[src/mvt_pkg.sv]
// shared types and constants of the 4x4 fixed-point matrix vector transform
package mvt_pkg;

   localparam int DIM_DEF       = 4;
   localparam int FRAC_BITS_DEF = 16;
   localparam int NUM_LANES     = 4;
   localparam int DATA_W        = 32;
   localparam int PROD_W        = 2 * DATA_W;
   localparam int SUM_W         = PROD_W + 2;
   localparam int IDX_W         = 2;

   typedef logic signed [DATA_W-1:0] data_type;
   typedef logic signed [PROD_W-1:0] prod_type;
   typedef logic signed [SUM_W-1:0]  sum_type;
   typedef logic [IDX_W-1:0]         idx_type;

   localparam data_type DATA_MAX = {1'b0, {(DATA_W-1){1'b1}}};
   localparam data_type DATA_MIN = {1'b1, {(DATA_W-1){1'b0}}};

   typedef enum logic {
      FUNC_WRITE = 1'b0,
      FUNC_XFORM = 1'b1
   } func_type;

   typedef struct packed {
      logic     en;
      idx_type  row;
      idx_type  col;
      data_type value;
   } wr_cmd_type;

endpackage

[src/mvt_matrix_store.sv]
// matrix entry registers, identity after reset, written one entry at a time
module mvt_matrix_store
   import mvt_pkg::*;
#(
   parameter int DIM       = DIM_DEF,
   parameter int FRAC_BITS = FRAC_BITS_DEF
) (
   input  logic       clock,
   input  logic       reset,
   input  wr_cmd_type wr_cmd,
   output data_type   mat_o [DIM][DIM]
);

   localparam data_type ONE_FIXED = data_type'(64'(1) << FRAC_BITS);

   data_type mat_ff [DIM][DIM];

   always_ff @(posedge clock) begin
      for (int r = 0; r < DIM; r++) begin
         for (int c = 0; c < DIM; c++) begin
            if (reset) begin
               mat_ff[r][c] <= (r == c) ? ONE_FIXED : '0;
            end else if (wr_cmd.en && wr_cmd.row == IDX_W'(r) && wr_cmd.col == IDX_W'(c)) begin
               mat_ff[r][c] <= wr_cmd.value;
            end
         end
      end
   end

   assign mat_o = mat_ff;

   // a write that hits an entry is visible there on the next cycle
   for (genvar r = 0; r < DIM; r++) begin : g_chk_row
      for (genvar c = 0; c < DIM; c++) begin : g_chk_col
         a_write_lands: assert property (@(posedge clock) disable iff (reset)
            (wr_cmd.en && wr_cmd.row == IDX_W'(r) && wr_cmd.col == IDX_W'(c))
            |=> (mat_ff[r][c] == $past(wr_cmd.value)))
            else $error("matrix entry did not take the written value");
      end
   end

endmodule

[config.mk]
export PLATFORM = sky130hd
export DESIGN_NAME = mvt_matrix_store
export DESIGN_NICKNAME = d
export VERILOG_FILES = /design/src/mvt_pkg.sv /design/src/mvt_matrix_store.sv
export SDC_FILE = /design/constraint.sdc
export NUM_CORES = 1
export LEC_CHECK = 0
export ABC_AREA = 1
export BUFFER_PORTS_ARGS = -buffer_cell sky130_fd_sc_hd__buf_2
export CAP_MARGIN = 15
export CORE_AREA = 2 2 213 215
export CTS_CLUSTER_DIAMETER = 50
export DETAILED_ROUTE_END_ITERATION = 10
export DIE_AREA = 0 0 215 217
export GPL_TIMING_DRIVEN = 0
export HOLD_SLACK_MARGIN = 0.03
export PLACE_DENSITY = 0.75
export RECOVER_POWER = 50
export SLEW_MARGIN = 5
export SYNTH_ARGS = -nofsm -noshare
export SYNTH_HDL_FRONTEND = slang
export SYNTH_SLANG_ARGS = --single-unit
[constraint.sdc]
create_clock -name clock -period 2.7 [get_ports clock]
set_input_delay 0.135 -clock clock [delete_from_list [all_inputs] [get_ports clock]]
set_output_delay 0.135 -clock clock [all_outputs]
set_load 0.02 [all_outputs]
==> metrics.md <==
| Metric | Value |
|---|---|
| First-pass GRT wire length | 124000 um |
| Die ar. | 0.0467 mm2 |
| Area of the core | 0.0447 mm2 |
| Post-Syn Area | 0.0206 mm2 |
| Layout net count | 3671 |
| CTS tree | built |
| YS warnings | 0 |
| Largest cells by area after synthesis | dfxtp_1 50%, nor2_1 15%, nand2_1 13%, nand3_1 6.4%, nand4_1 3.9% |
| CTS Buffer Depth | 3 |
| FILL cells | 4731 |
| MaxCap Viol Count | 0 |
| Layer with the highest usage | met2 |
| Final period utilization | 82.3% |
| Die Wd | 215 um |
| Fmax | 450 MHz |
| Routed WL | 87500 um |
| Max Clock Skew | 0 ns |
| Count of cell types in the netlist | 15 |
| Synth Net Count | 3049 |
| Critical path class | input port to register |
| RSZ-0062 raised after global routing | no |
| Post-DP HPWL | 62500 um |
| Syn Inst Count | 3010 |
| Number of global-route vias before repair | 19500 |
| Non-Filler Instances | 4277 |
| # setup viols final | 0 |
| Flop2flop setup slack | 1.56 ns |
| Peak supply drop | 539 uV |
| Final Hold Fails | 0 |
| Avg WL per Cell | 20.5 um |
| Ports | 551 |
| Met2 usage | 58.7% |
| Via count | 22400 |
| IO buf count | 547 |
| Total gr overflow | 0 |
| Crit. End Element | register |
| Crit path max-delay family | buffers and inverters |
| Worst skew pair latency | 0.61 ns |
| Worst Path Required | 3.25 ns |
| Most common library cells after synthesis | 836 x nor2_1, 710 x nand2_1, 512 x dfxtp_1 |
| CP Buf/Inv Count | 4 |
| Violation count after the first detailed-route iteration | 2306 |
| Clock sink total | 512 |
| Clock root cell | clkbuf_16 |
| FF+latch count, synth | 512 |
| Worst r2r src | mat_o[16] |
| Status | finished clean |
| Worst path cell trace | dlygate4sd3_1 > clkbuf_1 > nand2_1 > nor2_2 > buf_2 > nand2_1 > nand3_1 > dlygate4sd3_1 |
| Cell taking the most area after synthesis | dfxtp_1 |
| Primary FF master, synth | dfxtp_1 |
| Share of cells above drive strength 1 | 6.64% |
| Pin count of the biggest net entering global routing | 15 |
| Share of Yosys cell area claimed by the top area cell type | 49.8% |
| Met1 GRT Util | 42.1% |
| Tmin final | 2.22 ns |
| EDFF count, synth | 0 |
| Avg Inst Size Synth | 6.84 um2 |
| Clock slew at reported path FFs | 0.06 ns |
| Via/cell ratio | 5.23 |
| PD cells | 680 mW/mm2 |
| Setup crit start | wr_cmd[33] |
| Die height | 217 um |
| Dpl cells | 4159 |
| Met3 usage | 10.7% |
| Worst r2r dst | mat_o[16] |
| Drt first pass iters | 6 |
| Max incr delay on CP | 0.60 ns |
| Pins Over Slew Limit | 0 |
| Initial antenna violation count | 6 |
| Starting Density | 46.1% |
| CTS buffer count | 54 |
| Largest register FFs | 512 |
| Core Rows | 78 |
| Slowest CP cell | dlygate4sd3_1 |
| R2R depth | 3 |
| H-tree levels | 2 |
| Tightest Pin Transition | 1.31 ns |
| Top-count cell post-synth | nor2_1 |
| Drt drc | 0 |
| Post-synthesis sequential area ratio | 49.8% |
| Antenna-violating nets left | 0 |
| Critical Path Fanout Max | 10 |
| Area Growth Syn to Fin | 23.8% |
| Critical path arrival | 2.77 ns |
| Critical path depth | 8 |
| Relative slew slack | 12.6% |
| TNS Setup | 0 ns |
| Fraction of registers with async set/reset | 0% |
| CTS resizes | 0 |
| GR Util All Layers | 35.9% |
| CP Capture Point | mat_o[16] |
| Startpoint Class | input port |
| Leakage Power | 10.7 nW |
| RD Place Congestion | 0.905 |
| Hold Crit Class | input port to register |
## repair_timing
item | CTS | global route
hold endpoints to repair | 46 | 0
hold buffers | 16 | 0
buffers inserted | 0 | 0
## worst min path at each step
stage / startpoint / endpoint / slack (ns) / depth (start not counted)
after global placement: mat_o[336] / mat_o[336] / 0.44 / 2
final: wr_cmd[5] / mat_o[133] / 0.06 / 5
after detailed placement: mat_o[336] / mat_o[336] / 0.45 / 2
after CTS: wr_cmd[5] / mat_o[165] / 0.03 / 5
after global routing: wr_cmd[29] / mat_o[189] / 0.07 / 5
after floorplan: wr_cmd[16] / mat_o[16] / 0.26 / 2
## power by group
part	switching (mW)	internal (mW)
clock network	3.22	4.51
registers	0.101	7.72
logic	1.36	0.416
total	4.68	12.6
## tightest hold or removal path: cells and delay by family
kind	cells	cell delay [ns]
buffers and inverters	2	0.23
and+or+nand+nor	3	0.26
## cells by family after synthesis
family	share of synthesized area (%)
buffers and inverters	8.40
AND/OR/NAND/NOR	38.7
AO/OA/AOI/OAI	3.14
flip-flops	49.8
## layout by cell type, fill, tap and decap left out
cell type and n:
clkbuf_16 55, clkinv_2 10, nor2_1 836, buf_1 40, nand3_2 1, inv_1 162, buf_8 3, inv_6 3
diode_2 2, a21oi_1 127, bufinv_16 3, o21ai_0 2, nand4_1 128, clkinv_4 2, nand3_1 262, inv_2 1
dlygate4sd3_1 16, nor2_2 6, clkinvlp_4 3, dfxtp_1 512, nand2_1 710, buf_2 138, clkbuf_2 1, clkbuf_1 636
clkbuf_8 18
## metrics by stage
stage / instance area, um2 / setup slack, ns / total power, mW / utilization, % / hold slack, ns
CTS: 26100 / 0.633 / 17.3 / 58.4 / 0.0349
floorplan: 20600 / 1.43 / 9.03 / - / 0.261
global route: 25500 / 0.443 / 17.8 / 57.0 / 0.0714
finish: 25500 / 0.478 / 17.3 / 57.0 / 0.0601
detailed placement: 24100 / 0.545 / 9.74 / 53.9 / 0.447
global placement: 24100 / 0.574 / 9.72 / 53.9 / 0.439
## metal layers
metal / vias up / part of all wire, % / wire, um
met3: 285 / 11 / 10000
li1: 10600 / - / -
met4: 6 / 6.3 / 5490
met5: - / 0.040 / 35
met2: 1253 / 45 / 39800
met1: 10200 / 37 / 32200
## area by class of cell
type | count | area (um2) | share of cell area [%]
diodes | 2 | 5.00 | 0.0196
plain buffers | 263 | 1120 | 4.38
clock buffers | 78 | 1640 | 6.44
clock inverters | 21 | 206 | 0.810
inverters | 163 | 612 | 2.40
multi-input cells | 2072 | 8610 | 33.8
flip-flops and latches | 512 | 10200 | 40.2
well taps | 600 | 751 | 2.94
repair buffers | 566 | 2300 | 9.03
Power figures use the tool's default switching activity.
