[config.mk]
export PLATFORM = sky130hd
export DESIGN_NAME = mvt_sum_stage
export DESIGN_NICKNAME = d
export VERILOG_FILES = /design/src/mvt_pkg.sv /design/src/mvt_sum_stage.sv
export SDC_FILE = /design/constraint.sdc
export NUM_CORES = 2
export LEC_CHECK = 0
export BUFFER_PORTS_ARGS = -buffer_cell sky130_fd_sc_hd__buf_2
export CAP_MARGIN = 10
export CORE_AREA = 2 2 451 453
export DETAILED_ROUTE_END_ITERATION = 16
export DIE_AREA = 0 0 453 455
export HOLD_SLACK_MARGIN = 0.08
export SETUP_SLACK_MARGIN = 0.02
export SLEW_MARGIN = 20
export SYNTH_ARGS = -nofsm -noshare
export SYNTH_HDL_FRONTEND = slang
export SYNTH_SLANG_ARGS = --single-unit
[constraint.sdc]
create_clock -name clock -period 6.6 [get_ports clock]
set_clock_uncertainty 0.2 [all_clocks]
set_input_delay 0 -clock clock [delete_from_list [all_inputs] [get_ports clock]]
set_output_delay 0 -clock clock [all_outputs]
set_load 0.1 [all_outputs]
[src/mvt_pkg.sv]
// shared types and constants of the 4x4 fixed-point matrix vector transform
package mvt_pkg;

   localparam int DIM_DEF       = 4;
   localparam int FRAC_BITS_DEF = 16;
   localparam int NUM_LANES     = 4;
   localparam int DATA_W        = 32;
   localparam int PROD_W        = 2 * DATA_W;
   localparam int SUM_W         = PROD_W + 2;
   localparam int IDX_W         = 2;

   typedef logic signed [DATA_W-1:0] data_type;
   typedef logic signed [PROD_W-1:0] prod_type;
   typedef logic signed [SUM_W-1:0]  sum_type;
   typedef logic [IDX_W-1:0]         idx_type;

   localparam data_type DATA_MAX = {1'b0, {(DATA_W-1){1'b1}}};
   localparam data_type DATA_MIN = {1'b1, {(DATA_W-1){1'b0}}};

   typedef enum logic {
      FUNC_WRITE = 1'b0,
      FUNC_XFORM = 1'b1
   } func_type;

   typedef struct packed {
      logic     en;
      idx_type  row;
      idx_type  col;
      data_type value;
   } wr_cmd_type;

endpackage

[src/mvt_sum_stage.sv]
// column sums of the products, then floor shift, saturation and result register
module mvt_sum_stage
   import mvt_pkg::*;
#(
   parameter int DIM       = DIM_DEF,
   parameter int FRAC_BITS = FRAC_BITS_DEF
) (
   input  logic     clock,
   input  logic     reset,
   input  logic     in_valid,
   output logic     in_ready,
   input  prod_type prod_i [DIM][DIM],
   output logic     out_valid,
   input  logic     out_ready,
   output data_type out_data [NUM_LANES],
   output logic     out_sat
);

   logic     sum_valid_ff;
   sum_type  sum_ff [NUM_LANES];
   sum_type  sum_in [NUM_LANES];
   logic     res_valid_ff;
   data_type res_ff [NUM_LANES];
   data_type res_in [NUM_LANES];
   logic     sat_ff;
   logic     sat_in;
   logic     sum_ready;
   logic     lim_hit;
   logic     unused_nz;

   assign sum_ready = !res_valid_ff || out_ready;
   assign in_ready  = !sum_valid_ff || sum_ready;

   for (genvar j = 0; j < NUM_LANES; j++) begin : g_col
      if (j < DIM) begin : g_used
         always_comb begin
            sum_in[j] = '0;
            for (int r = 0; r < DIM; r++) begin
               sum_in[j] = sum_in[j] + sum_type'(prod_i[r][j]);
            end
         end
      end else begin : g_unused
         assign sum_in[j] = '0;
      end
   end

   always_comb begin
      sum_type sh;
      logic    ovf;
      sat_in = 1'b0;
      for (int j = 0; j < NUM_LANES; j++) begin
         // arithmetic shift is the floor division by the fraction scale
         sh  = sum_ff[j] >>> FRAC_BITS;
         ovf = !((&sh[SUM_W-1:DATA_W-1]) || !(|sh[SUM_W-1:DATA_W-1]));
         if (ovf) begin
            res_in[j] = sh[SUM_W-1] ? DATA_MIN : DATA_MAX;
         end else begin
            res_in[j] = sh[DATA_W-1:0];
         end
         sat_in = sat_in | ovf;
      end
   end

   always_ff @(posedge clock) begin
      if (reset) begin
         sum_valid_ff <= 1'b0;
         res_valid_ff <= 1'b0;
      end else begin
         if (in_ready) begin
            sum_valid_ff <= in_valid;
         end
         if (sum_ready) begin
            res_valid_ff <= sum_valid_ff;
         end
      end
   end

   always_ff @(posedge clock) begin
      if (in_ready && in_valid) begin
         sum_ff <= sum_in;
      end
      if (sum_ready && sum_valid_ff) begin
         res_ff <= res_in;
         sat_ff <= sat_in;
      end
   end

   assign out_valid = res_valid_ff;
   assign out_data  = res_ff;
   assign out_sat   = sat_ff;

   always_comb begin
      lim_hit   = 1'b0;
      unused_nz = 1'b0;
      for (int j = 0; j < NUM_LANES; j++) begin
         lim_hit = lim_hit | (res_ff[j] == DATA_MAX) | (res_ff[j] == DATA_MIN);
         if (j >= DIM) begin
            unused_nz = unused_nz | (|res_ff[j]);
         end
      end
   end

   a_sat_at_limit: assert property (@(posedge clock) disable iff (reset)
      (res_valid_ff && sat_ff) |-> lim_hit)
      else $error("saturation flagged but no component sits at a limit");

   a_unused_zero: assert property (@(posedge clock) disable iff (reset)
      res_valid_ff |-> !unused_nz)
      else $error("component beyond matrix size is not zero");

   a_sum_moves_on: assert property (@(posedge clock) disable iff (reset)
      (sum_valid_ff && sum_ready) |=> res_valid_ff)
      else $error("column sums dropped before the result register");

endmodule

==> impl_metrics.tcl <==
set metrics [dict create \
    status "complete, no violations" \
    initial_utilization_pct 19.8 \
    ys_ff_latch 331 \
    vdd_drop_max_mv 0.207 \
    drt-vias-per-instance 4.19 \
    antenna_found_initial 69 \
    nNetsFinal 7239 \
    finalCriticalPeriod_ns 4.92 \
    syn_area_per_cell_um2 9.27 \
    nFillCells 21800 \
    worstSkewPairLatency_ns 0.61 \
    synth_edf_count 329 \
    row_count 165 \
    fin_util_pct 25.3 \
    tightest_slew_ns 0.972 \
    multi_input_area_um2 24300 \
    drv_slew 0 \
    post-place-ws_ns 1.65 \
    grt_pass1_vias 35000 \
    ys.warnings.count 0 \
    cp-end-kind "register" \
    drive_gt1_share_pct 23.7 \
    ctsHtreeMaxLevel 2 \
    hold-path-endpoint "sum_ff[263]" \
    async_reset_ff_share_pct 0 \
    finalHoldViolCount 0 \
    cts.sinks 331 \
    path_clk_slew_ns 0.06 \
    grt.total_usage_pct 15.9 \
    finalSetupTns_ns 0 \
    cts_buffer_depth 3 \
    register_area_um2 9920 \
    gr-usage-met3_pct 2.61 \
    synth_cells 4290 \
    rrSetupSlack_ns 3.75 \
    overflow 0 \
    crit_required_ns 6.74 \
    reg2reg_depth 7 \
    cts-root-buf "clkbuf_16" \
    syn-cell-area_um2 39800 \
    min_from "prod_i[1023]" \
    top_usage_layer "met2" \
    cts_tree "built" \
    cap_violations 0 \
    rsz0062_at_grt "no" \
    whs_path_depth 4 \
    die_h_um 455 \
    fin_ws_ns 1.68 \
    hp-class "input port to register" \
    cts_resized 0 \
    dp_hpwl_mm 154 \
    place.gp.congestion 1.01 \
    grt_max_degree 120 \
    chipWidth_um 453 \
    setup_viol 0 \
    power_leakage_nw 26.7 \
    power.total_mw 16.1 \
    post_drt_wl_per_cell_um 20.8 \
    syn_to_final_growth_pct 27.8 \
    path_class "input port to register" \
    ys.flop_type "edfxtp_1" \
    critical_path.startpoint_type "input port" \
    ios 1159 \
    port_buffers 1158 \
    drt-total-wl_mm 171 \
    power.density_nw_per_um2 317 \
    max_clock_freq_mhz 203 \
    period_share_pct 74.5 \
    seq_area_frac_synth_pct 24.9 \
    timing.rr.end "out_data[17]" \
    drc 0 \
    coreArea_um2 201000 \
    crit_fanout 5 \
    max_slew_margin_pct 35.2 \
    firstDrtPassIters 6 \
    grt_pass1_wl_mm 238 \
    cts_made_buffers 44 \
    r2r-start "sum_ff[65]" \
    grt_use_met1_pct 20.4 \
    synth_nets 6082 \
    ant_nets 0 \
    cp.arrival_ns 5.06 \
    dieArea_um2 206000 \
    vias 34400 \
    use_met2_pct 27.2 \
    yosysUniqueCellTypes 87 \
    drt_iter0_markers 2334 \
]
-- Yosys cell counts, types with 6 or more instances --
cell type  instances  area share (%)
and4_1             8            0.18
fa_1             512              26
o2111ai_1          8            0.18
xnor2_1          118             2.6
or2_2              9            0.14
nor2_1           119             1.1
a21boi_0          11            0.21
o41ai_1            6            0.13
o31ai_1           18            0.34
nor2b_1           20            0.31
a31oi_1           33            0.52
a211oi_1          15            0.28
inv_1           1377              13
ha_1             252             7.9
nor4_1            32            0.50
xor2_1            79             1.7
o21a_1            23            0.43
clkbuf_1         101            0.95
o211ai_1           8            0.15
edfxtp_1         329              25
or3_1              8            0.13
o21bai_1          34            0.64
nand2_1          168             1.6
and2_1            10            0.16
o21ai_0          133             1.7
nand2b_1          19            0.30
a21oi_1          255             3.2
nand3_1           36            0.45
and3_1            20            0.31
a41oi_1            7            0.15
nand4_1           88             1.4
nor3_1            36            0.45
a21o_1           287             5.4
a221oi_1           9            0.20
-- routing by layer --
layer,up-vias,wire [um],share of wire [%]
met4,20,5870,3.4
met2,1230,83300,49
li1,16000,-,-
met1,17000,71500,42
met3,210,10200,6.0
met5,-,115,0.067
-- sequential cells by signal (all words and copies together), names as in the netlist --
name          flops
out_valid         1
sum_valid_ff      1
out_data        128
out_sat           1
sum_ff          200
-- metrics by stage --
step           area, um^2  hold slack (ns)  std cells
6_report            50800           0.0896       8203
5_1_grt             50800            0.104       8198
4_1_cts             50700           0.0817       8155
3_5_place_dp        48700          -0.0166       8024
3_3_place_gp        48700          -0.0236       8024
2_1_floorplan       39800           -0.128       4290
-- critical path, cell delays in order --
cell           delay [ns]
buf_2                0.07
inv_1                0.05
fa_1                 0.53
inv_1                0.05
fa_1                 0.48
ha_1                 0.39
nand3_1              0.10
a211oi_1             0.67
nor4b_4              0.16
nor4b_2              0.53
o21ai_2              0.28
a211oi_2             0.50
o211ai_2             0.17
o21bai_2             0.22
a31oi_1              0.13
xnor2_1              0.13
dlygate4sd3_1        0.55
-- kinds of logic (layout without fill, tap and decap cells) --
family                   after synthesis  in the layout  share of synthesized area, %
other                                  0             48                             0
adder cells (fa/ha/maj)              764            764                          33.7
AO/OA/AOI/OAI                        924            924                          15.5
multiplexers                           1              1                        0.0252
flip-flops                           331            331                          24.9
XOR/XNOR                             197            197                          4.34
AND/OR/NAND/NOR                      590            590                          7.46
buffers and inverters               1483           2676                          14.0
-- worst max-delay path by stage --
stage | startpoint | end | slack (ns) | cells after the start
after global placement | prod_i[197] | sum_ff[260] | 1.70 | 16
final | prod_i[197] | sum_ff[260] | 1.68 | 17
after floorplan | out_valid | out_data[0] | 1.63 | 2
after global routing | prod_i[197] | sum_ff[260] | 1.50 | 17
after detailed placement | prod_i[714] | sum_ff[258] | 1.65 | 15
after CTS | prod_i[197] | sum_ff[260] | 1.76 | 17
-- layout by cell type (no fill, tap or decap), types with 34 or more instances in the layout --
cell | synthesis | final
a21oi_1 | 255 | 255
o21bai_1 | 34 | 34
nor3_1 | 36 | 36
nor2_1 | 119 | 115
xnor2_1 | 118 | 118
inv_1 | 1377 | 1377
fa_1 | 512 | 512
o21ai_0 | 133 | 133
nand4_1 | 88 | 88
edfxtp_1 | 329 | 329
buf_2 | 2 | 1158
diode_2 | 0 | 48
a21o_1 | 287 | 287
ha_1 | 252 | 252
dlygate4sd3_1 | 0 | 49
nand3_1 | 36 | 36
xor2_1 | 79 | 79
nand2_1 | 168 | 168
clkbuf_16 | 0 | 46
-- report_power, final --
group | switching [mW] | internal [mW]
clock | 1.03 | 1.60
combinational | 6.05 | 3.53
sequential | 0.344 | 3.56
total | 7.42 | 8.69
-- final cells by class --
class,count,share of cell area (%)
multi-input cells,2476,47.9
repair buffers,1217,12.6
well taps,2672,6.58
flip-flops and latches,331,19.5
clock buffers,52,2.31
diodes,48,0.236
inverters,1377,10.2
clock inverters,30,0.780
-- repair_timing --
| item | in CTS | in global routing |
|---|---|---|
| hold endpoints to repair | 96 | 0 |
| hold buffers | 49 | 0 |
| setup buffers | 0 | 0 |
Note: power is estimated with default switching activity, not from simulation.
